==> config.mk <==
export PLATFORM = sky130hd
export DESIGN_NAME = triple_port_interface_adapter
export DESIGN_NICKNAME = d
export VERILOG_FILES = /design/src/sv/tpia_pkg.sv /design/src/sv/triple_port_interface_adapter.sv
export VERILOG_INCLUDE_DIRS = /design/src /design/src/sv
export SDC_FILE = /design/constraint.sdc
export NUM_CORES = 1
export LEC_CHECK = 0
export BUFFER_PORTS_ARGS = -buffer_cell sky130_fd_sc_hd__buf_2
export CORE_MARGIN = 2
export CORE_UTILIZATION = 50
export CTS_CLUSTER_SIZE = 14
export DETAILED_ROUTE_END_ITERATION = 7
export HOLD_SLACK_MARGIN = 0.03
export PLACE_DENSITY_LB_ADDON = 0.08
export SLEW_MARGIN = 10
export SYNTH_ARGS = -nofsm -noshare
export SYNTH_HDL_FRONTEND = slang
export SYNTH_SLANG_ARGS = --single-unit
==> constraint.sdc <==
create_clock -name clk -period 3.16 [get_ports clk]
set_clock_uncertainty 0.15 [all_clocks]
set_input_delay 0.158 -clock clk [delete_from_list [all_inputs] [get_ports clk]]
set_output_delay 0.158 -clock clk [all_outputs]
set_load 0.01 [all_outputs]
==> src/sv/triple_port_interface_adapter_assert.svh <==
// Assertion macros for the triple-port interface adapter.
// Each macro takes a label, an antecedent, a consequent and a message.
// They expect signals named clk and rst in the using module.
`ifndef TRIPLE_PORT_INTERFACE_ADAPTER_ASSERT_SVH
`define TRIPLE_PORT_INTERFACE_ADAPTER_ASSERT_SVH

`ifndef SYNTHESIS

`define TPIA_ASSERT_SAME(lbl, ante, cons, msg) \
  lbl: assert property (@(posedge clk) disable iff (rst) (ante) |-> (cons)) \
    else $error(msg);

`define TPIA_ASSERT_NEXT(lbl, ante, cons, msg) \
  lbl: assert property (@(posedge clk) disable iff (rst) (ante) |=> (cons)) \
    else $error(msg);

`else

`define TPIA_ASSERT_SAME(lbl, ante, cons, msg)

`define TPIA_ASSERT_NEXT(lbl, ante, cons, msg)

`endif

`endif

==> src/sv/tpia_pkg.sv <==
`default_nettype none

package tpia_pkg;

  localparam int IRQ_LINES = 5;

  typedef enum logic [1:0] {
    MODE_READ  = 2'd0,
    MODE_WRITE = 2'd1,
    MODE_LINE  = 2'd2,
    MODE_PIN   = 2'd3
  } mode_t;

  // register map
  localparam logic [2:0] ADDR_PORT_A = 3'd0;
  localparam logic [2:0] ADDR_PORT_B = 3'd1;
  localparam logic [2:0] ADDR_PORT_C = 3'd2;
  localparam logic [2:0] ADDR_DIR_A  = 3'd3;
  localparam logic [2:0] ADDR_DIR_B  = 3'd4;
  localparam logic [2:0] ADDR_DIR_C  = 3'd5;
  localparam logic [2:0] ADDR_CTRL   = 3'd6;
  localparam logic [2:0] ADDR_AIR    = 3'd7;

  // pin latch select
  localparam logic [1:0] PIN_PORT_A = 2'd0;
  localparam logic [1:0] PIN_PORT_B = 2'd1;
  localparam logic [1:0] PIN_PORT_C = 2'd2;

  // control register bits
  localparam int CTRL_INT_MODE  = 0;
  localparam int CTRL_PRIO      = 1;
  localparam int CTRL_L3_RISE   = 2;
  localparam int CTRL_L4_RISE   = 3;
  localparam int CTRL_CA_LEVEL  = 4;
  localparam int CTRL_CA_MANUAL = 5;
  localparam int CTRL_CB_LEVEL  = 6;
  localparam int CTRL_CB_MANUAL = 7;

  localparam logic [2:0] LINE_3   = 3'd3;
  localparam logic [2:0] LINE_4   = 3'd4;
  localparam logic [2:0] LINE_MAX = 3'd4;

  localparam logic [7:0] READ_IDLE = 8'hff;

  typedef struct packed {
    mode_t      mode;
    logic [2:0] reg_addr;
    logic [7:0] write_data;
    logic [2:0] line_index;
    logic       line_level;
    logic [1:0] pin_port;
    logic [7:0] pin_value;
    logic [7:0] ext_read;
  } in_t;

  typedef struct packed {
    logic [7:0] read_data;
    logic       irq_out;
    logic [7:0] port_a_drive;
    logic [7:0] port_b_drive;
    logic [7:0] port_c_drive;
    logic       port_c_drive_enable;
    logic       ca_out;
    logic       cb_out;
  } out_t;

endpackage

`default_nettype wire

==> src/sv/triple_port_interface_adapter.sv <==
// Path: from the input transfer through the input register, then one pass of
//   update logic into the result register, to the result transfer.
// Throughput: one item per cycle while results are taken; the input register
//   absorbs one item while the result register is stalled.
// Reset (rst, synchronous): all state registers clear, pin latches go
//   to all ones, both channels empty.
`default_nettype none

`include "triple_port_interface_adapter_assert.svh"

module triple_port_interface_adapter (
  input  wire logic          clk,
  input  wire logic          rst,
  input  wire logic          in_valid,
  output logic               in_ready,
  input  wire tpia_pkg::in_t in_data,
  output logic               out_valid,
  input  wire logic          out_ready,
  output tpia_pkg::out_t     out_data
);
  import tpia_pkg::*;

  in_t  in_reg;
  logic in_reg_valid;
  logic advance;

  logic [7:0] out_latch_a, out_latch_b, out_latch_c;
  logic [7:0] dir_a, dir_b, dir_c;
  logic [7:0] control;
  logic [IRQ_LINES-1:0] pending_irq;
  logic [IRQ_LINES-1:0] line_levels;
  logic [7:0] pin_latch [3];
  logic ca_level, cb_level;

  logic [7:0] out_latch_a_next, out_latch_b_next, out_latch_c_next;
  logic [7:0] dir_a_next, dir_b_next, dir_c_next;
  logic [7:0] control_next;
  logic [IRQ_LINES-1:0] pending_irq_next;
  logic [IRQ_LINES-1:0] line_levels_next;
  logic [7:0] pin_latch_next [3];
  logic ca_level_next, cb_level_next;
  logic [7:0] read_data_next;
  out_t out_data_next;

  logic irq_active;
  logic [IRQ_LINES-1:0] top_irq;
  logic fire;

  function automatic logic [7:0] mix_port(input logic [7:0] pins, input logic [7:0] ext,
                                          input logic [7:0] dir, input logic [7:0] latch);
    return ((pins & ext) & ~dir) | (dir & latch);
  endfunction

  // request is high exactly while a line is pending
  assign irq_active = |pending_irq;

  assign advance  = in_reg_valid && (!out_valid || out_ready);
  assign in_ready = !in_reg_valid || advance;

  always_ff @(posedge clk) begin
    if (rst) begin
      in_reg_valid <= 1'b0;
    end else if (in_ready) begin
      in_reg_valid <= in_valid;
    end
    if (in_ready && in_valid) begin
      in_reg <= in_data;
    end
  end

  // highest pending line, one-hot
  always_comb begin
    top_irq = '0;
    for (int i = 0; i < IRQ_LINES; i++) begin
      if (pending_irq[i]) begin
        top_irq    = '0;
        top_irq[i] = 1'b1;
      end
    end
  end

  always_comb begin
    if (in_reg.line_index == LINE_3) begin
      fire = control[CTRL_L3_RISE] ? in_reg.line_level : !in_reg.line_level;
    end else if (in_reg.line_index == LINE_4) begin
      fire = control[CTRL_L4_RISE] ? in_reg.line_level : !in_reg.line_level;
    end else begin
      fire = !in_reg.line_level;
    end
  end

  always_comb begin
    out_latch_a_next = out_latch_a;
    out_latch_b_next = out_latch_b;
    out_latch_c_next = out_latch_c;
    dir_a_next       = dir_a;
    dir_b_next       = dir_b;
    dir_c_next       = dir_c;
    control_next     = control;
    pending_irq_next = pending_irq;
    line_levels_next = line_levels;
    pin_latch_next   = pin_latch;
    ca_level_next    = ca_level;
    cb_level_next    = cb_level;
    read_data_next   = READ_IDLE;

    case (in_reg.mode)
      MODE_READ: begin
        case (in_reg.reg_addr)
          ADDR_PORT_A: read_data_next = mix_port(pin_latch[0], in_reg.ext_read, dir_a,
                                                 out_latch_a);
          ADDR_PORT_B: read_data_next = mix_port(pin_latch[1], in_reg.ext_read, dir_b,
                                                 out_latch_b);
          ADDR_PORT_C: begin
            if (control[CTRL_INT_MODE]) begin
              read_data_next = {cb_level, ca_level, !irq_active, line_levels};
            end else begin
              read_data_next = mix_port(pin_latch[2], in_reg.ext_read, dir_c, out_latch_c);
            end
          end
          ADDR_DIR_A: read_data_next = dir_a;
          ADDR_DIR_B: read_data_next = dir_b;
          ADDR_DIR_C: read_data_next = dir_c;
          ADDR_CTRL:  read_data_next = control;
          ADDR_AIR: begin
            if (control[CTRL_PRIO]) begin
              if (top_irq != '0) begin
                read_data_next   = {3'b000, top_irq};
                pending_irq_next = pending_irq & ~top_irq;
              end
            end else begin
              read_data_next   = {3'b000, pending_irq};
              pending_irq_next = '0;
            end
          end
          default: read_data_next = READ_IDLE;
        endcase
      end
      MODE_WRITE: begin
        case (in_reg.reg_addr)
          ADDR_PORT_A: out_latch_a_next = in_reg.write_data;
          ADDR_PORT_B: out_latch_b_next = in_reg.write_data;
          ADDR_PORT_C: out_latch_c_next = in_reg.write_data;
          ADDR_DIR_A:  dir_a_next       = in_reg.write_data;
          ADDR_DIR_B:  dir_b_next       = in_reg.write_data;
          ADDR_DIR_C:  dir_c_next       = in_reg.write_data;
          ADDR_CTRL: begin
            control_next = in_reg.write_data;
            if (in_reg.write_data[CTRL_INT_MODE]) begin
              if (in_reg.write_data[CTRL_CA_MANUAL]) begin
                ca_level_next = in_reg.write_data[CTRL_CA_LEVEL];
              end
              if (in_reg.write_data[CTRL_CB_MANUAL]) begin
                cb_level_next = in_reg.write_data[CTRL_CB_LEVEL];
              end
            end
          end
          default: ;
        endcase
      end
      MODE_LINE: begin
        if (in_reg.line_index <= LINE_MAX && control[CTRL_INT_MODE] &&
            line_levels[in_reg.line_index] != in_reg.line_level) begin
          line_levels_next[in_reg.line_index] = in_reg.line_level;
          if (fire && dir_c[in_reg.line_index]) begin
            pending_irq_next[in_reg.line_index] = 1'b1;
          end
        end
      end
      MODE_PIN: begin
        case (in_reg.pin_port)
          PIN_PORT_A: pin_latch_next[0] = in_reg.pin_value;
          PIN_PORT_B: pin_latch_next[1] = in_reg.pin_value;
          PIN_PORT_C: pin_latch_next[2] = in_reg.pin_value;
          default: ;
        endcase
      end
      default: ;
    endcase
  end

  always_comb begin
    out_data_next.read_data           = read_data_next;
    out_data_next.irq_out             = |pending_irq_next;
    out_data_next.port_a_drive        = out_latch_a_next & dir_a_next;
    out_data_next.port_b_drive        = out_latch_b_next & dir_b_next;
    out_data_next.port_c_drive        = control_next[CTRL_INT_MODE] ? 8'h00 :
                                        (out_latch_c_next & dir_c_next);
    out_data_next.port_c_drive_enable = !control_next[CTRL_INT_MODE];
    out_data_next.ca_out              = ca_level_next;
    out_data_next.cb_out              = cb_level_next;
  end

  always_ff @(posedge clk) begin
    if (rst) begin
      out_latch_a  <= '0;
      out_latch_b  <= '0;
      out_latch_c  <= '0;
      dir_a        <= '0;
      dir_b        <= '0;
      dir_c        <= '0;
      control      <= '0;
      pending_irq  <= '0;
      line_levels  <= '0;
      pin_latch[0] <= 8'hff;
      pin_latch[1] <= 8'hff;
      pin_latch[2] <= 8'hff;
      ca_level     <= 1'b0;
      cb_level     <= 1'b0;
      out_valid    <= 1'b0;
    end else begin
      if (advance) begin
        out_latch_a <= out_latch_a_next;
        out_latch_b <= out_latch_b_next;
        out_latch_c <= out_latch_c_next;
        dir_a       <= dir_a_next;
        dir_b       <= dir_b_next;
        dir_c       <= dir_c_next;
        control     <= control_next;
        pending_irq <= pending_irq_next;
        line_levels <= line_levels_next;
        pin_latch   <= pin_latch_next;
        ca_level    <= ca_level_next;
        cb_level    <= cb_level_next;
        out_valid   <= 1'b1;
      end else if (out_ready) begin
        out_valid   <= 1'b0;
      end
    end
    if (advance) begin
      out_data <= out_data_next;
    end
  end

  `TPIA_ASSERT_SAME(a_irq_matches_pending, out_valid,
                    out_data.irq_out == (pending_irq != '0),
                    "irq_out disagrees with pending lines")

  `TPIA_ASSERT_SAME(a_port_c_enable_matches_ctrl, out_valid,
                    out_data.port_c_drive_enable == !control[CTRL_INT_MODE],
                    "port C drive enable disagrees with control")

  `TPIA_ASSERT_NEXT(a_latch_needs_dir_c, 1'b1,
                    (pending_irq & ~$past(pending_irq) & ~$past(dir_c[IRQ_LINES-1:0])) == '0,
                    "line latched without its port C direction bit")

  `TPIA_ASSERT_NEXT(a_latch_needs_int_mode, !control[CTRL_INT_MODE],
                    (pending_irq & ~$past(pending_irq)) == '0,
                    "line latched outside interrupt mode")

  `TPIA_ASSERT_NEXT(a_in_reg_holds, in_reg_valid && !advance,
                    in_reg_valid && $stable(in_reg),
                    "held item lost while result stalled")

endmodule

`default_nettype wire

==> out/metrics.cfg <==
[sta]
slew_violations = 0
tns_ns = 0
finalCritPeriodShare_pct = 85.17
worst_pin_slew_ns = 0.9242
rsz0062_at_grt = no
finalSetupViolCount = 0
hold_viol_final = 0
worst_slack_ns = 0.4685
period_needed_ns = 2.691
hold_ws_ns = 0.07531
max_freq_mhz = 371.5
timing.slew.headroom_pct = 38.05

[power]
pwr-share-seq_pct = 48.5
combinationalPowerShare_pct = 6.2
switchingPower_mw = 1.105
p_total_mw = 4.826
p_leak_nw = 3.351
internal_power_mw = 3.721
irDropWorstVdd_uv = 419.6
switching_share_pct = 22.90
pwr-share-clk_pct = 45.3
power.density_mw_per_mm2 = 536.9

[logic_synthesis]
syn-num-nets = 815
synthCells = 776
ys_warn_count = 0
ys.flop_type = dfxtp_1
synth.avg_cell_area_um2 = 9.568
async_flop_share_pct = 0
synth.distinct_cells = 60
synth-edff-count = 71
synth_area_mm2 = 0.007425
yosysSeqAreaShare_pct = 54.06
ys_seq_elements = 165

[clock_network]
post-cts-setup-buffer-count = 0
cts_root_buf = clkbuf_16
cts_sinks = 165
cts_tree = built
cts_buffer_depth = 2
htreeDepth = 4
cts_buffers = 17
clkLatencyLatePin_ns = 0.43
path_clk_slew_ns = 0.06

[global_route]
grtUsageTotal_pct = 28.67
grt_start_max_net_pins = 50
grt_overflow = 0
grt_pass1_wl_um = 34850
antenna_found_initial = 0
grt_pass1_vias = 6129

[floorplan]
start_util_pct = 51.08
core-area_mm2 = 0.01453
row_count = 44
pin_count = 77
die_h_um = 125.9
die_w_um = 125.9
design.die.area_mm2 = 0.01584

[layout]
syn_to_final_growth_pct = 21.07
drive_above_1_share_pct = 17.15
final-seq-area_mm2 = 0.004014
layout_common_cells = nand2_1 (125), dfxtp_1 (94), a21oi_1 (80)
largest_reg_flops = 36
final_nets = 918
fillers = 1235
instances_no_fill = 1076
multi_input_area_mm2 = 0.003161
n_antenna_cell = 0
mostFrequentLayoutCell = nand2_1

[detailed_routing]
detail-route-antenna-nets = 0
drc = 0
routed_wl_um = 22220
wl_per_cell_um = 20.65
num_vias = 6507
viasPerCell = 6.047
dr.pass1.iters = 6
drt_iter0_drc = 792

[hold_path]
min_path_type = input pin to register

[place]
post-place-cells = 1007
dpl_worst_slack_ns = 0.5019
port_buffers = 76
dp_hpwl_um = 15510
gp_congestion = 1.004

[run]
maxCapViolations = 0

[critical_path]
cp_max_fo = 15
crit_path_end_kind = register
start_kind = register
criticalPathCategory = register to register
arrival_ns = 2.81
worstPathRequired_ns = 3.27

[run_status]
status = completed

## kinds of logic after synthesis
group                     synth area share [%]
AOI/OAI and AO/OA                        15.32
xor gates and xnor gates                0.2360
buffers and inverters                    3.472
DFF                                      54.06
muxes                                    6.319
and+or+nand+nor                          20.59
## synthesized netlist by cell type (5+ instances only)
cell type    n  area, µm²
nand2_1    125      469.2
dfxtp_1     94       1882
a21oi_1     80      400.4
edfxtp_1    71       2132
nor2_1      65      244.0
nand3_1     59      295.3
clkbuf_1    41      153.9
mux2i_1     39      390.4
o22ai_1     25      156.4
o21ai_0     16      80.08
nand3b_1    15      112.6
nor3_1      10      50.05
a31oi_1      9      56.30
nand2b_1     8      50.05
nor2b_1      8      50.05
o211ai_1     8      60.06
inv_1        7      26.28
o21ai_1      6      30.03
mux2_2       5      56.30
o311ai_0     5      43.79
## per-stage QoR
stage | utilization, % | instance area (µm²)
6_report | 61.85 | 8989
5_1_grt | 61.85 | 8989
4_1_cts | 61.85 | 8989
3_5_place_dp | 55.08 | 8005
3_3_place_gp | 55.08 | 8005
2_1_floorplan | - | 7425
## power by group through the flow
stage               combinational, mW  clock (mW)  sequential [mW]
global route                    0.325        2.30             2.34
floorplan                       0.170           0             2.35
CTS                             0.295        2.21             2.34
detailed placement              0.259           0             2.38
finish                          0.299        2.19             2.34
global placement                0.257           0             2.38
## layout make-up
cell class | count | share of cell area, %
flip-flops and latches | 165 | 44.65
multi-input cells | 552 | 35.16
repair buffers | 135 | 10.47
clock buffers | 19 | 4.816
well taps | 184 | 2.561
clock inverters | 13 | 2.004
inverters | 8 | 0.3341
## critical path, cell delays in order, from the launching register on
cell and delay, ns:
edfxtp_1 0.66, mux2_2 0.39, a221o_1 0.35, xnor2_1 0.20, or3_1 0.55, o211ai_1 0.23
## metal layers
layer	wire (µm)	GRT usage [%]
met1	9614	40.33
met2	10510	44.93
met3	1625	4.800
met4	472	10.73
met5	0	0
## what timing repair did
| action | in CTS | in global routing |
|---|---|---|
| gates resized for setup | 0 | 0 |
| endpoints found under the hold margin | 37 | 0 |
| hold buffers | 37 | 0 |
## final timing paths
check	slack, ns	from	cells past startpoint	end
worst max-delay path	0.47	in_reg[19]	5	out_data[27]
worst min-delay path	0.08	rst	2	ca_level
worst max register to register	0.47	in_reg[19]	5	out_data[27]
worst min register to register	0.32	out_latch_a[3]	2	out_latch_a[3]
Power figures use the tool's default switching activity.
